==> src/hdl/u8sd_pkg.sv <==
// Shared constants, types and functions of the UTF-8 stream decoder.
// No dependencies; used by every other file of the block but the assertion macros.
package u8sd_pkg;

  localparam int unsigned MAX_CHARS = 1024;
  localparam int unsigned KEPT_W    = $clog2(MAX_CHARS + 1);
  localparam int unsigned CP_W      = 32;
  localparam int unsigned CNT_W     = 11;
  localparam int unsigned BYTE_W    = 8;
  localparam int unsigned CCNT_W    = 3;
  localparam int unsigned MAX_PUSH  = 3;
  localparam int unsigned RES_DEPTH = 8;
  localparam int unsigned RES_PTR_W = $clog2(RES_DEPTH);
  localparam int unsigned RES_CNT_W = $clog2(RES_DEPTH + 1);

  localparam logic [1:0]        CONT_TAG  = 2'b10;
  localparam logic [5:0]        CONT_MASK = 6'h3F;
  localparam logic [CCNT_W-1:0] CONT_SAT  = 3'd5;
  localparam logic [BYTE_W-1:0] MASK_LEN1 = 8'h7F;
  localparam logic [BYTE_W-1:0] MASK_LEN2 = 8'h1F;
  localparam logic [BYTE_W-1:0] MASK_LEN3 = 8'h0F;
  localparam logic [BYTE_W-1:0] MASK_LEN4 = 8'h07;
  localparam logic [CP_W-1:0]   CP_LF     = 32'd10;
  localparam logic [CP_W-1:0]   CP_CR     = 32'd13;

  typedef struct packed {
    logic [CP_W-1:0]  code_point;
    logic             is_terminator;
    logic [CNT_W-1:0] char_count;
  } res_t;

  typedef struct packed {
    logic [MAX_PUSH-1:0] vld;
    res_t [MAX_PUSH-1:0] item;
  } push_t;

  function automatic logic [CP_W-1:0] char_value(logic [BYTE_W-1:0] lead,
                                                 logic [CP_W-1:0]   cbits,
                                                 logic [CCNT_W-1:0] ccount);
    logic [CP_W-1:0] lead_part;
    case (ccount)
      3'd0:    lead_part = {24'd0, lead & MASK_LEN1};
      3'd1:    lead_part = {24'd0, lead & MASK_LEN2} << 6;
      3'd2:    lead_part = {24'd0, lead & MASK_LEN3} << 12;
      3'd3:    lead_part = {24'd0, lead & MASK_LEN4} << 18;
      default: lead_part = '0;
    endcase
    return lead_part | cbits;
  endfunction

  function automatic logic is_dropped(logic [CP_W-1:0] v);
    return (v == CP_LF) || (v == CP_CR);
  endfunction

  function automatic logic [KEPT_W-1:0] kept_inc(logic [KEPT_W-1:0] k);
    return (k < KEPT_W'(MAX_CHARS)) ? k + KEPT_W'(1) : k;
  endfunction

endpackage

==> src/hdl/u8sd_ifs.sv <==
// Channel interfaces of the UTF-8 stream decoder: byte input and result output.
// Depends on u8sd_pkg for field widths.
interface u8sd_in_if;
  logic                        valid;
  logic                        ready;
  logic [u8sd_pkg::BYTE_W-1:0] byte_in;
  logic                        end_of_string;

  modport source(output valid, output byte_in, output end_of_string, input ready);
  modport sink(input valid, input byte_in, input end_of_string, output ready);
endinterface

interface u8sd_out_if;
  logic                       valid;
  logic                       ready;
  logic [u8sd_pkg::CP_W-1:0]  code_point;
  logic                       is_terminator;
  logic [u8sd_pkg::CNT_W-1:0] char_count;

  modport source(output valid, output code_point, output is_terminator,
                 output char_count, input ready);
  modport sink(input valid, input code_point, input is_terminator,
               input char_count, output ready);
endinterface

==> src/hdl/u8sd_decode.sv <==
// Decoder state and per-byte result generation: up to three results per request.
// Depends on u8sd_pkg.
module u8sd_decode (
  input  logic                        clk,
  input  logic                        rst_n,
  input  logic                        in_fire,
  input  logic [u8sd_pkg::BYTE_W-1:0] byte_in,
  input  logic                        end_of_string,
  output u8sd_pkg::push_t             push
);

  logic [u8sd_pkg::BYTE_W-1:0] lead_r, lead_nxt, lead_a;
  logic [u8sd_pkg::CP_W-1:0]   cbits_r, cbits_nxt, cbits_a;
  logic [u8sd_pkg::CCNT_W-1:0] ccount_r, ccount_nxt, ccount_a;
  logic                        pending_r, pending_nxt;
  logic [u8sd_pkg::KEPT_W-1:0] kept_r, kept_nxt, kept_a, kept_b;
  logic                        is_cont, emit_old, emit_new;
  logic [u8sd_pkg::CP_W-1:0]   old_v, new_v;

  always_comb begin
    is_cont  = pending_r && (byte_in[7:6] == u8sd_pkg::CONT_TAG);
    old_v    = u8sd_pkg::char_value(lead_r, cbits_r, ccount_r);
    emit_old = pending_r && !is_cont && !u8sd_pkg::is_dropped(old_v);
    kept_a   = emit_old ? u8sd_pkg::kept_inc(kept_r) : kept_r;

    if (is_cont) begin
      lead_a   = lead_r;
      cbits_a  = {cbits_r[u8sd_pkg::CP_W-7:0], byte_in[5:0] & u8sd_pkg::CONT_MASK};
      ccount_a = (ccount_r < u8sd_pkg::CONT_SAT) ? ccount_r + 3'd1 : ccount_r;
    end else begin
      lead_a   = byte_in;
      cbits_a  = '0;
      ccount_a = '0;
    end

    new_v    = u8sd_pkg::char_value(lead_a, cbits_a, ccount_a);
    emit_new = end_of_string && !u8sd_pkg::is_dropped(new_v);
    kept_b   = emit_new ? u8sd_pkg::kept_inc(kept_a) : kept_a;

    push.vld     = in_fire ? {end_of_string, emit_new, emit_old} : '0;
    push.item[0] = '{code_point: old_v, is_terminator: 1'b0, char_count: '0};
    push.item[1] = '{code_point: new_v, is_terminator: 1'b0, char_count: '0};
    push.item[2] = '{code_point: '0, is_terminator: 1'b1,
                     char_count: u8sd_pkg::CNT_W'(kept_b)};

    lead_nxt    = lead_r;
    cbits_nxt   = cbits_r;
    ccount_nxt  = ccount_r;
    pending_nxt = pending_r;
    kept_nxt    = kept_r;
    if (in_fire) begin
      lead_nxt    = lead_a;
      cbits_nxt   = cbits_a;
      ccount_nxt  = ccount_a;
      pending_nxt = !end_of_string;
      kept_nxt    = end_of_string ? '0 : kept_a;
    end
  end

  always_ff @(posedge clk) begin
    if (!rst_n) begin
      pending_r <= 1'b0;
      kept_r    <= '0;
    end else begin
      pending_r <= pending_nxt;
      kept_r    <= kept_nxt;
    end
  end

  // The character fields are only read while a character is pending.
  always_ff @(posedge clk) begin
    lead_r   <= lead_nxt;
    cbits_r  <= cbits_nxt;
    ccount_r <= ccount_nxt;
  end

endmodule

==> src/hdl/u8sd_res_fifo.sv <==
// Result queue: takes up to three results per cycle, hands out one per cycle while popped.
// Depends on u8sd_pkg.
module u8sd_res_fifo (
  input  logic            clk,
  input  logic            rst_n,
  input  u8sd_pkg::push_t push,
  output logic            space,
  output logic            head_valid,
  output u8sd_pkg::res_t  head,
  input  logic            pop
);

  u8sd_pkg::res_t                 mem_r [u8sd_pkg::RES_DEPTH];
  logic [u8sd_pkg::RES_PTR_W-1:0] wr_ptr_r, wr_ptr_nxt, rd_ptr_r, rd_ptr_nxt;
  logic [u8sd_pkg::RES_CNT_W-1:0] count_r, count_nxt;
  logic [u8sd_pkg::RES_PTR_W-1:0] off [u8sd_pkg::MAX_PUSH];
  logic [u8sd_pkg::RES_CNT_W-1:0] npush;
  logic                           do_pop;

  always_comb begin
    npush = '0;
    for (int k = 0; k < u8sd_pkg::MAX_PUSH; k++) begin
      off[k] = u8sd_pkg::RES_PTR_W'(npush);
      npush  = npush + u8sd_pkg::RES_CNT_W'(push.vld[k]);
    end
    head_valid = (count_r != '0);
    head       = mem_r[rd_ptr_r];
    space      = (count_r <= u8sd_pkg::RES_CNT_W'(u8sd_pkg::RES_DEPTH - u8sd_pkg::MAX_PUSH));
    do_pop     = pop && head_valid;
    wr_ptr_nxt = wr_ptr_r + u8sd_pkg::RES_PTR_W'(npush);
    rd_ptr_nxt = rd_ptr_r + u8sd_pkg::RES_PTR_W'(do_pop);
    count_nxt  = count_r + npush - u8sd_pkg::RES_CNT_W'(do_pop);
  end

  always_ff @(posedge clk) begin
    if (!rst_n) begin
      wr_ptr_r <= '0;
      rd_ptr_r <= '0;
      count_r  <= '0;
    end else begin
      wr_ptr_r <= wr_ptr_nxt;
      rd_ptr_r <= rd_ptr_nxt;
      count_r  <= count_nxt;
    end
  end

  always_ff @(posedge clk) begin
    for (int k = 0; k < u8sd_pkg::MAX_PUSH; k++) begin
      if (push.vld[k]) begin
        mem_r[wr_ptr_r + off[k]] <= push.item[k];
      end
    end
  end

endmodule

==> src/hdl/utf8_stream_decoder_top.sv <==
// Channel     | Dir | Payload                                     | Handshake
// in_chan     | in  | byte_in[7:0], end_of_string                 | valid/ready
// out_chan    | out | code_point[31:0], is_terminator, char_count | valid/ready
//
// One byte request is taken per cycle while the queue has space; its results enter the
// result queue at the next edge and appear on out_chan in order, one per cycle while ready.
// A byte yields up to three results; the eight-entry result queue takes a request
// only while three entries are free, so a stalled output stops input after a few bytes.
// Reset is synchronous and active low; it empties the queue and starts a new string.
// Depends on u8sd_pkg, u8sd_ifs, u8sd_decode and u8sd_res_fifo.
module utf8_stream_decoder_top (
  input  logic              clk,
  input  logic              rst_n,
  u8sd_in_if.sink           in_chan,
  u8sd_out_if.source        out_chan
);

  u8sd_pkg::push_t push;
  u8sd_pkg::res_t  head;
  logic            space;
  logic            head_valid;
  logic            in_fire;

  assign in_chan.ready = space;
  assign in_fire       = in_chan.valid && space;

  u8sd_decode u_decode (
    .clk           (clk),
    .rst_n         (rst_n),
    .in_fire       (in_fire),
    .byte_in       (in_chan.byte_in),
    .end_of_string (in_chan.end_of_string),
    .push          (push)
  );

  u8sd_res_fifo u_res_fifo (
    .clk        (clk),
    .rst_n      (rst_n),
    .push       (push),
    .space      (space),
    .head_valid (head_valid),
    .head       (head),
    .pop        (out_chan.ready)
  );

  assign out_chan.valid         = head_valid;
  assign out_chan.code_point    = head.code_point;
  assign out_chan.is_terminator = head.is_terminator;
  assign out_chan.char_count    = head.char_count;

endmodule

==> src/flat_wrapper.sv <==
// flat-port wrapper written by rule: the top's interface ports become plain ports
module utf8_stream_decoder_top_flat 
  (clk, rst_n, in_chan_valid, in_chan_byte_in, in_chan_end_of_string, in_chan_ready, out_chan_valid, out_chan_code_point, out_chan_is_terminator, out_chan_char_count, out_chan_ready);
  u8sd_in_if in_chan_i ();
  u8sd_out_if out_chan_i ();
  input  logic clk;
  input  logic rst_n;
  input wire logic [$bits(in_chan_i.valid)-1:0] in_chan_valid;
  input wire logic [$bits(in_chan_i.byte_in)-1:0] in_chan_byte_in;
  input wire logic [$bits(in_chan_i.end_of_string)-1:0] in_chan_end_of_string;
  output wire logic [$bits(in_chan_i.ready)-1:0] in_chan_ready;
  output wire logic [$bits(out_chan_i.valid)-1:0] out_chan_valid;
  output wire logic [$bits(out_chan_i.code_point)-1:0] out_chan_code_point;
  output wire logic [$bits(out_chan_i.is_terminator)-1:0] out_chan_is_terminator;
  output wire logic [$bits(out_chan_i.char_count)-1:0] out_chan_char_count;
  input wire logic [$bits(out_chan_i.ready)-1:0] out_chan_ready;
  assign in_chan_i.valid = in_chan_valid;
  assign in_chan_i.byte_in = in_chan_byte_in;
  assign in_chan_i.end_of_string = in_chan_end_of_string;
  assign in_chan_ready = in_chan_i.ready;
  assign out_chan_valid = out_chan_i.valid;
  assign out_chan_code_point = out_chan_i.code_point;
  assign out_chan_is_terminator = out_chan_i.is_terminator;
  assign out_chan_char_count = out_chan_i.char_count;
  assign out_chan_i.ready = out_chan_ready;
  utf8_stream_decoder_top u_core (.clk(clk), .rst_n(rst_n), .in_chan(in_chan_i), .out_chan(out_chan_i));
endmodule
==> config.mk <==
export PLATFORM = sky130hd
export DESIGN_NAME = utf8_stream_decoder_top_flat
export DESIGN_NICKNAME = d
export VERILOG_FILES = /design/src/hdl/u8sd_pkg.sv /design/src/hdl/u8sd_ifs.sv /design/src/hdl/u8sd_decode.sv /design/src/hdl/u8sd_res_fifo.sv /design/src/hdl/utf8_stream_decoder_top.sv /design/src/flat_wrapper.sv
export SDC_FILE = /design/constraint.sdc
export NUM_CORES = 1
export LEC_CHECK = 0
export ABC_AREA = 1
export BUFFER_PORTS_ARGS = -buffer_cell sky130_fd_sc_hd__buf_2
export CAP_MARGIN = 20
export CORE_MARGIN = 1.5
export CORE_UTILIZATION = 40
export DETAILED_ROUTE_END_ITERATION = 16
export GPL_ROUTABILITY_DRIVEN = 0
export GPL_TIMING_DRIVEN = 0
export HOLD_SLACK_MARGIN = 0.06
export PLACE_DENSITY = 0.55
export SETUP_SLACK_MARGIN = 0.1
export SYNTH_ARGS = -nofsm -noshare
export SYNTH_HDL_FRONTEND = slang
export SYNTH_SLANG_ARGS = --single-unit
==> constraint.sdc <==
create_clock -name clk -period 6.8 [get_ports clk]
set_input_delay 0.34 -clock clk [delete_from_list [all_inputs] [get_ports clk]]
set_output_delay 0.34 -clock clk [all_outputs]
set_load 0.005 [all_outputs]
==> flow_metrics.py, run 1 <==
metrics = {
    "logic_synthesis": {
        "synth_edf_count": 130,
        "yosysMostFrequentCell": "nand2_1",
        "ys_top_cells_by_count": "nand2_1 (665), nand3_1 (560), o21ai_0 (465)",
        "ys_async_sr_fraction_pct": 0,
        "syn_nets": 3287,
        "mappedNetlistArea_sq_um": 22700,
        "ys_seq_area_share_pct": 42.5,
        "synth_top_area_cell": "dfxtp_1",
        "yosys.area.top_type_share_pct": 25.3,
        "ys.flop_type": "dfxtp_1",
        "synth_area_per_cell_sq_um": 6.98,
        "yosysWarnings": 0,
        "synth_cell_types": 43,
        "syn-instance-count": 3247,
        "synth.area.top_cells": "dfxtp_1 (25%), edfxtp_1 (17%), nand3_1 (12%)",
        "synth_seq_cells": 416,
    },
    "clock_network": {
        "cts_buffer_depth": 3,
        "cts.sinks": 416,
        "htreeDepth": 2,
        "numCtsBuffers": 50,
        "cts_root_buf": "clkbuf_16",
        "clk_latency_ps": 630,
        "cts_tree": "yes",
        "clk_pin_slew_ps": 60,
    },
    "timing": {
        "fin_crit_sh_pct": 93.4,
        "fin_skew_ps": 29.5,
        "finalMaxSlewViolations": 0,
        "slew_headroom_pct": 21.0,
        "max_slew.worst_pin.slew_ps": 1190,
        "period_minus_slack_ps": 6350,
        "fmax_ghz": 0.157,
        "setup_viol": 0,
        "finalHoldViolations": 0,
        "tns_ps": 0,
        "rsz0062_at_grt": "no",
    },
    "floorplan": {
        "core-area_sq_um": 56200,
        "die_w_microns": 241,
        "start_util_pct": 40.3,
        "dieHeight_microns": 241,
        "io_pins": 59,
        "design.die.area_sq_um": 58100,
        "rows": 87,
    },
    "grt": {
        "grtUsageTotal_pct": 33.0,
        "grt_pass1_vias": 23000,
        "grt_max_degree": 35,
        "grt_pass1_wl_mm": 143,
        "antenna_found_initial": 1,
        "grt-ovfl-total": 0,
    },
    "placed_design": {
        "port_buffers": 58,
        "dp.cells": 4062,
        "dpl.hpwl_mm": 69.4,
        "placed_cell_area_sq_um": 23900,
    },
    "power": {
        "power_mw": 10.1,
        "p_leak_nw": 10.9,
        "powerDensity_nw_per_um2": 394,
        "max-vdd-ir-drop_v": 0.000211,
    },
    "setup_path": {
        "cp.required_ps": 7300,
        "critPathMaxFanout": 10,
        "crit_arrival_ps": 6860,
        "cp_slowest_cell": "nand3_1",
        "path_class": "input port to register",
        "timing.critical_path.slowest_cell_delay_ps": 770,
        "endpoint_kind": "register",
        "start_kind": "input port",
    },
    "drt": {
        "routed_wl_mm": 97.4,
        "ant_nets": 0,
        "dr.first_iter.drc_count": 3301,
        "drc": 0,
        "viasPerCell": 5.87,
        "wl_per_cell_microns": 23.4,
        "firstDrtPassIters": 8,
        "vias": 24400,
    },
    "flow_run": {
        "maxCapViolCount": 0,
    },
    "layout": {
        "nNetsFinal": 3403,
        "syn_to_final_growth_pct": 13.3,
        "n_antenna_cell": 0,
        "drive_gt1_share_pct": 7.88,
        "stdcell_area_sq_um": 25700,
        "fin_cells": 4159,
        "post-route-util_pct": 45.7,
    },
    "run_status": {
        "status": "completed",
    },
    "worst_hold_path": {
        "hold_path.class": "input port to register",
    },
}
power breakdown:
group          internal (mW)  total (mW)  switching, mW
Sequential              3.22        3.55          0.327
Combinational           1.08        3.77           2.69
Clock                   1.64        2.79           1.15
path summary, 6_finish.rpt:
| kind | to | start | cells past startpoint | slack (ps) |
|---|---|---|---|---|
| max | u_core.u_res_fifo.mem_r[2][33]$_SDFFE_PP0P_ | in_chan_byte_in[7] | 30 | 450 |
| min | u_core.u_decode.cbits_r[2]$_DFFE_PP_ | in_chan_byte_in[2] | 3 | 100 |
| max reg2reg | u_core.u_res_fifo.mem_r[2][33]$_SDFFE_PP0P_ | u_core.u_decode.ccount_r[0]$_DFFE_PP_ | 29 | 460 |
| min reg2reg | u_core.u_res_fifo.mem_r[3][20]$_SDFFE_PP0P_ | u_core.u_res_fifo.mem_r[3][20]$_SDFFE_PP0P_ | 2 | 440 |
critical path: cells and delay by family:
family | cells | cell delay, ps
simple gates | 16 | 3500
buf+inv | 10 | 2030
fa+ha+maj | 3 | 720
xor+xnor | 1 | 230
cells by family after synthesis:
group | Yosys count | synth area share (%)
compound gates | 605 | 14.3
xor+xnor | 18 | 0.762
fa+ha+maj | 27 | 1.62
buf+inv | 436 | 8.01
flops | 416 | 42.5
simple gates | 1745 | 32.8
cell type report:
cell class	count	area (sq um)
Buffer	237	1070
Inverter	199	754
Tap cell	756	946
Multi-Input combinational cell	2395	11200
Fill cell	5873	30500
Timing Repair Buffer	64	355
Clock buffer	73	1500
Clock inverter	19	190
Sequential cell	416	9630
state kept, by name (all words and copies together), names as in the netlist:
signal                      flops
u_core.u_res_fifo.mem_r       352
u_core.u_decode.lead_r          7
u_core.u_decode.pending_r       1
u_core.u_decode.cbits_r        32
u_core.u_decode.ccount_r        3
u_core.u_res_fifo.wr_ptr_r      3
u_core.u_res_fifo.count_r       4
u_core.u_res_fifo.rd_ptr_r      3
u_core.u_decode.kept_r         11
cell usage in the layout, fill, tap and decap left out, types with 6 or more instances in the layout:
| cell | instances |
|---|---|
| buf_4 | 29 |
| buf_1 | 9 |
| ha_1 | 23 |
| and2_1 | 8 |
| inv_1 | 168 |
| clkbuf_1 | 172 |
| o22ai_1 | 44 |
| buf_2 | 89 |
| nor2_2 | 9 |
| xnor2_1 | 6 |
| clkbuf_16 | 51 |
| clkinv_1 | 9 |
| nor2_4 | 7 |
| xor2_1 | 10 |
| clkbuf_8 | 14 |
| nor3_1 | 6 |
| a31oi_1 | 44 |
| clkinv_2 | 10 |
| nor2_1 | 461 |
| dfxtp_1 | 286 |
| inv_2 | 22 |
| o21ai_0 | 465 |
| nand4_1 | 17 |
| nand3_1 | 558 |
| a21oi_1 | 24 |
| nand2_1 | 665 |
| edfxtp_1 | 130 |
| o21ai_1 | 12 |
routing by layer:
metal	track usage [%]	vias to the layer above	part of all wire, %
met4	14.6	0	4.6
met5	0	-	0
met2	52.0	1510	44
met1	43.0	11500	40
met3	7.66	325	11
li1	-	11100	-
stage by stage:
stage | hold WS (ps) | worst slack, ps
4_1_cts | 76.7 | 341
5_1_grt | 102 | 135
6_report | 101 | 446
3_3_place_gp | 423 | -32.8
2_1_floorplan | 414 | 2080
3_5_place_dp | 427 | -204
repair_timing:
| item | 4_1_cts | 5_1_grt |
|---|---|---|
| hold endpoints to repair | 8 | 0 |
| hold buffers | 3 | 0 |
| buffers inserted | 0 | 2 |
| gates resized for setup | 0 | 8 |
| setup endpoints to repair | 0 | 101 |
Power figures use the tool's default switching activity.
==> run 2, diff against run 1 <==
==> constraint.sdc (replaced) <==
create_clock -name clk -period 6.8 [get_ports clk]
set_input_delay 0 -clock clk [delete_from_list [all_inputs] [get_ports clk]]
set_output_delay 0 -clock clk [all_outputs]
set_load 0.005 [all_outputs]
==> run 2 against run 1 <==
Fmax is essentially flat. Flip-flop and latch count is the same. Cell count grew 0.26%. Via count grew 0.49%. Sequential power is essentially flat. Critical path depth shrank 2. Clock-buffer cell count is the same. Critical path type is now register to register.
==> flow_metrics.py, run 2 (synthesis results as in run 1) <==
metrics = {
    "run_status": {
        "status": "completed",
    },
    "timing": {
        "max_slew.worst_pin.slew_ps": 1230,
        "finalHoldViolations": 0,
        "fin_crit_sh_pct": 93.4,
        "tns_ps": 0,
        "fin_skew_ps": 21.4,
        "setup_viol": 0,
        "finalMaxSlewViolations": 0,
        "slew_headroom_pct": 17.7,
        "rsz0062_at_grt": "no",
        "period_minus_slack_ps": 6350,
        "fmax_ghz": 0.157,
        "final.setup.worst_slack_ps": 449,
    },
    "worst_hold_path": {
        "hold_path.class": "input port to register",
    },
    "clock_network": {
        "cts_tree": "yes",
        "cts_buffer_depth": 3,
        "cts.sinks": 416,
        "cts_root_buf": "clkbuf_16",
        "clk_pin_slew_ps": 60,
        "htreeDepth": 2,
        "numCtsBuffers": 50,
        "clk_latency_ps": 620,
    },
    "setup_path": {
        "r2r_start": "u_core.u_decode.ccount_r[0]$_DFFE_PP_",
        "timing.critical_path.slowest_cell_delay_ps": 530,
        "crit_top_cell": "nand2_1",
        "cp_slowest_cell": "clkinv_1",
        "r2r_cells": 28,
        "critPathMaxFanout": 10,
        "start_kind": "register",
        "worstSetupEndpoint": "u_core.u_res_fifo.mem_r[2][33]$_SDFFE_PP0P_",
        "endpoint_kind": "register",
        "cp.required_ps": 7300,
        "crit_path_start": "u_core.u_decode.ccount_r[0]$_DFFE_PP_",
        "crit_arrival_ps": 6850,
        "r2r_end": "u_core.u_res_fifo.mem_r[2][33]$_SDFFE_PP0P_",
        "path_class": "register to register",
        "r2r_slack_ps": 450,
    },
    "drt": {
        "firstDrtPassIters": 7,
        "routed_wl_mm": 97.5,
        "dr.first_iter.drc_count": 3337,
        "vias": 24500,
        "viasPerCell": 5.88,
        "wl_per_cell_microns": 23.4,
        "drc": 0,
        "ant_nets": 0,
    },
    "grt": {
        "grtUsageTotal_pct": 33.0,
        "grt_pass1_vias": 23100,
        "grt-ovfl-total": 0,
        "antenna_found_initial": 1,
        "grt_pass1_wl_mm": 143,
        "grt_max_degree": 35,
    },
    "layout": {
        "fin_cells": 4170,
        "post-route-util_pct": 45.9,
        "final_cell_mix": "nand2_1 (665), nand3_1 (556), o21ai_0 (465), nor2_1 (460), dfxtp_1 (286)",
        "final_common_cell": "nand2_1",
        "fill_cells": 5863,
        "nNetsFinal": 3413,
        "largest_reg_flops": 352,
        "drive_gt1_share_pct": 7.94,
        "syn_to_final_growth_pct": 13.8,
    },
    "floorplan": {
        "core-area_sq_um": 56200,
        "start_util_pct": 40.3,
        "io_pins": 59,
        "rows": 87,
        "dieHeight_microns": 241,
        "die_w_microns": 241,
        "design.die.area_sq_um": 58100,
    },
    "placed_design": {
        "place_ws_ps": 136,
        "dpl.hpwl_mm": 69.4,
        "port_buffers": 58,
        "dp.cells": 4062,
    },
    "flow_run": {
        "maxCapViolCount": 0,
    },
    "power": {
        "powerDensity_nw_per_um2": 392,
        "max-vdd-ir-drop_v": 0.000211,
        "p_leak_nw": 10.9,
    },
}
==> run 2: changes by cell type in the layout (fill, tap and decap cells not counted), sizes merged <==
cell         previous run  this run
dlygate4sd3             3        13
diode                   0         1
==> run 2: how the worst min path moves through the flow <==
| stage | cells after the start | end | from |
|---|---|---|---|
| final | 6 | u_core.u_res_fifo.rd_ptr_r[1]$_SDFF_PN0_ | out_chan_ready |
| after global routing | 4 | u_core.u_res_fifo.count_r[0]$_SDFF_PN0_ | rst_n |
| after CTS | 4 | u_core.u_res_fifo.count_r[0]$_SDFF_PN0_ | rst_n |
| after detailed placement | 3 | u_core.u_res_fifo.rd_ptr_r[0]$_SDFF_PN0_ | rst_n |
| after global placement | 3 | u_core.u_res_fifo.count_r[1]$_SDFF_PN0_ | rst_n |
| after floorplan | 2 | u_core.u_res_fifo.count_r[0]$_SDFF_PN0_ | rst_n |
==> run 2: layout make-up <==
class,instances,area [sq um],area share [%]
clock inverters,19,190,0.737
plain buffers,237,1070,4.14
well taps,756,946,3.67
multi-input cells,2395,11200,43.6
flip-flops and latches,416,9630,37.3
clock buffers,73,1500,5.81
inverters,199,754,2.93
repair buffers,74,455,1.77
diodes,1,2.50,0.00970
==> run 2: power breakdown <==
group          internal (mW)  switching [mW]
Clock                   1.64            1.14
Sequential              3.22           0.326
Combinational           1.09            2.70
Total                   5.95            4.17
==> run 2: worst max-delay path: cells and delay by family (launching register included) <==
| kind | cells | cell delay, ps |
|---|---|---|
| buf+inv | 7 | 1680 |
| xor+xnor | 1 | 230 |
| simple gates | 14 | 2070 |
| compound gates | 1 | 410 |
| fa+ha+maj | 5 | 1400 |
| flops | 1 | 440 |
==> run 2: per-stage QoR <==
step                      hold WS (ps)  total power [mW]  instance area (sq um)
after floorplan                   93.5              5.73                  22700
after global placement             288              7.15                  23900
after detailed placement           293              7.23                  23900
after CTS                          194              10.0                  25700
after global routing               243              10.6                  25800
final                              210              10.1                  25800
==> run 2: metal layers <==
layer,GRT usage [%],share of wire (%),vias to the layer above
met5,0,0,-
met4,14.6,4.6,0
met3,7.66,11,318
met2,52.1,44,1540
met1,43.0,40,11600
li1,-,-,11100
==> run 2: repair_timing <==
item,4_1_cts,5_1_grt
endpoints found under the hold margin,54,0
endpoints found under the setup margin,0,111
setup buffers,0,2
hold buffers,13,0
gates resized for setup,0,11
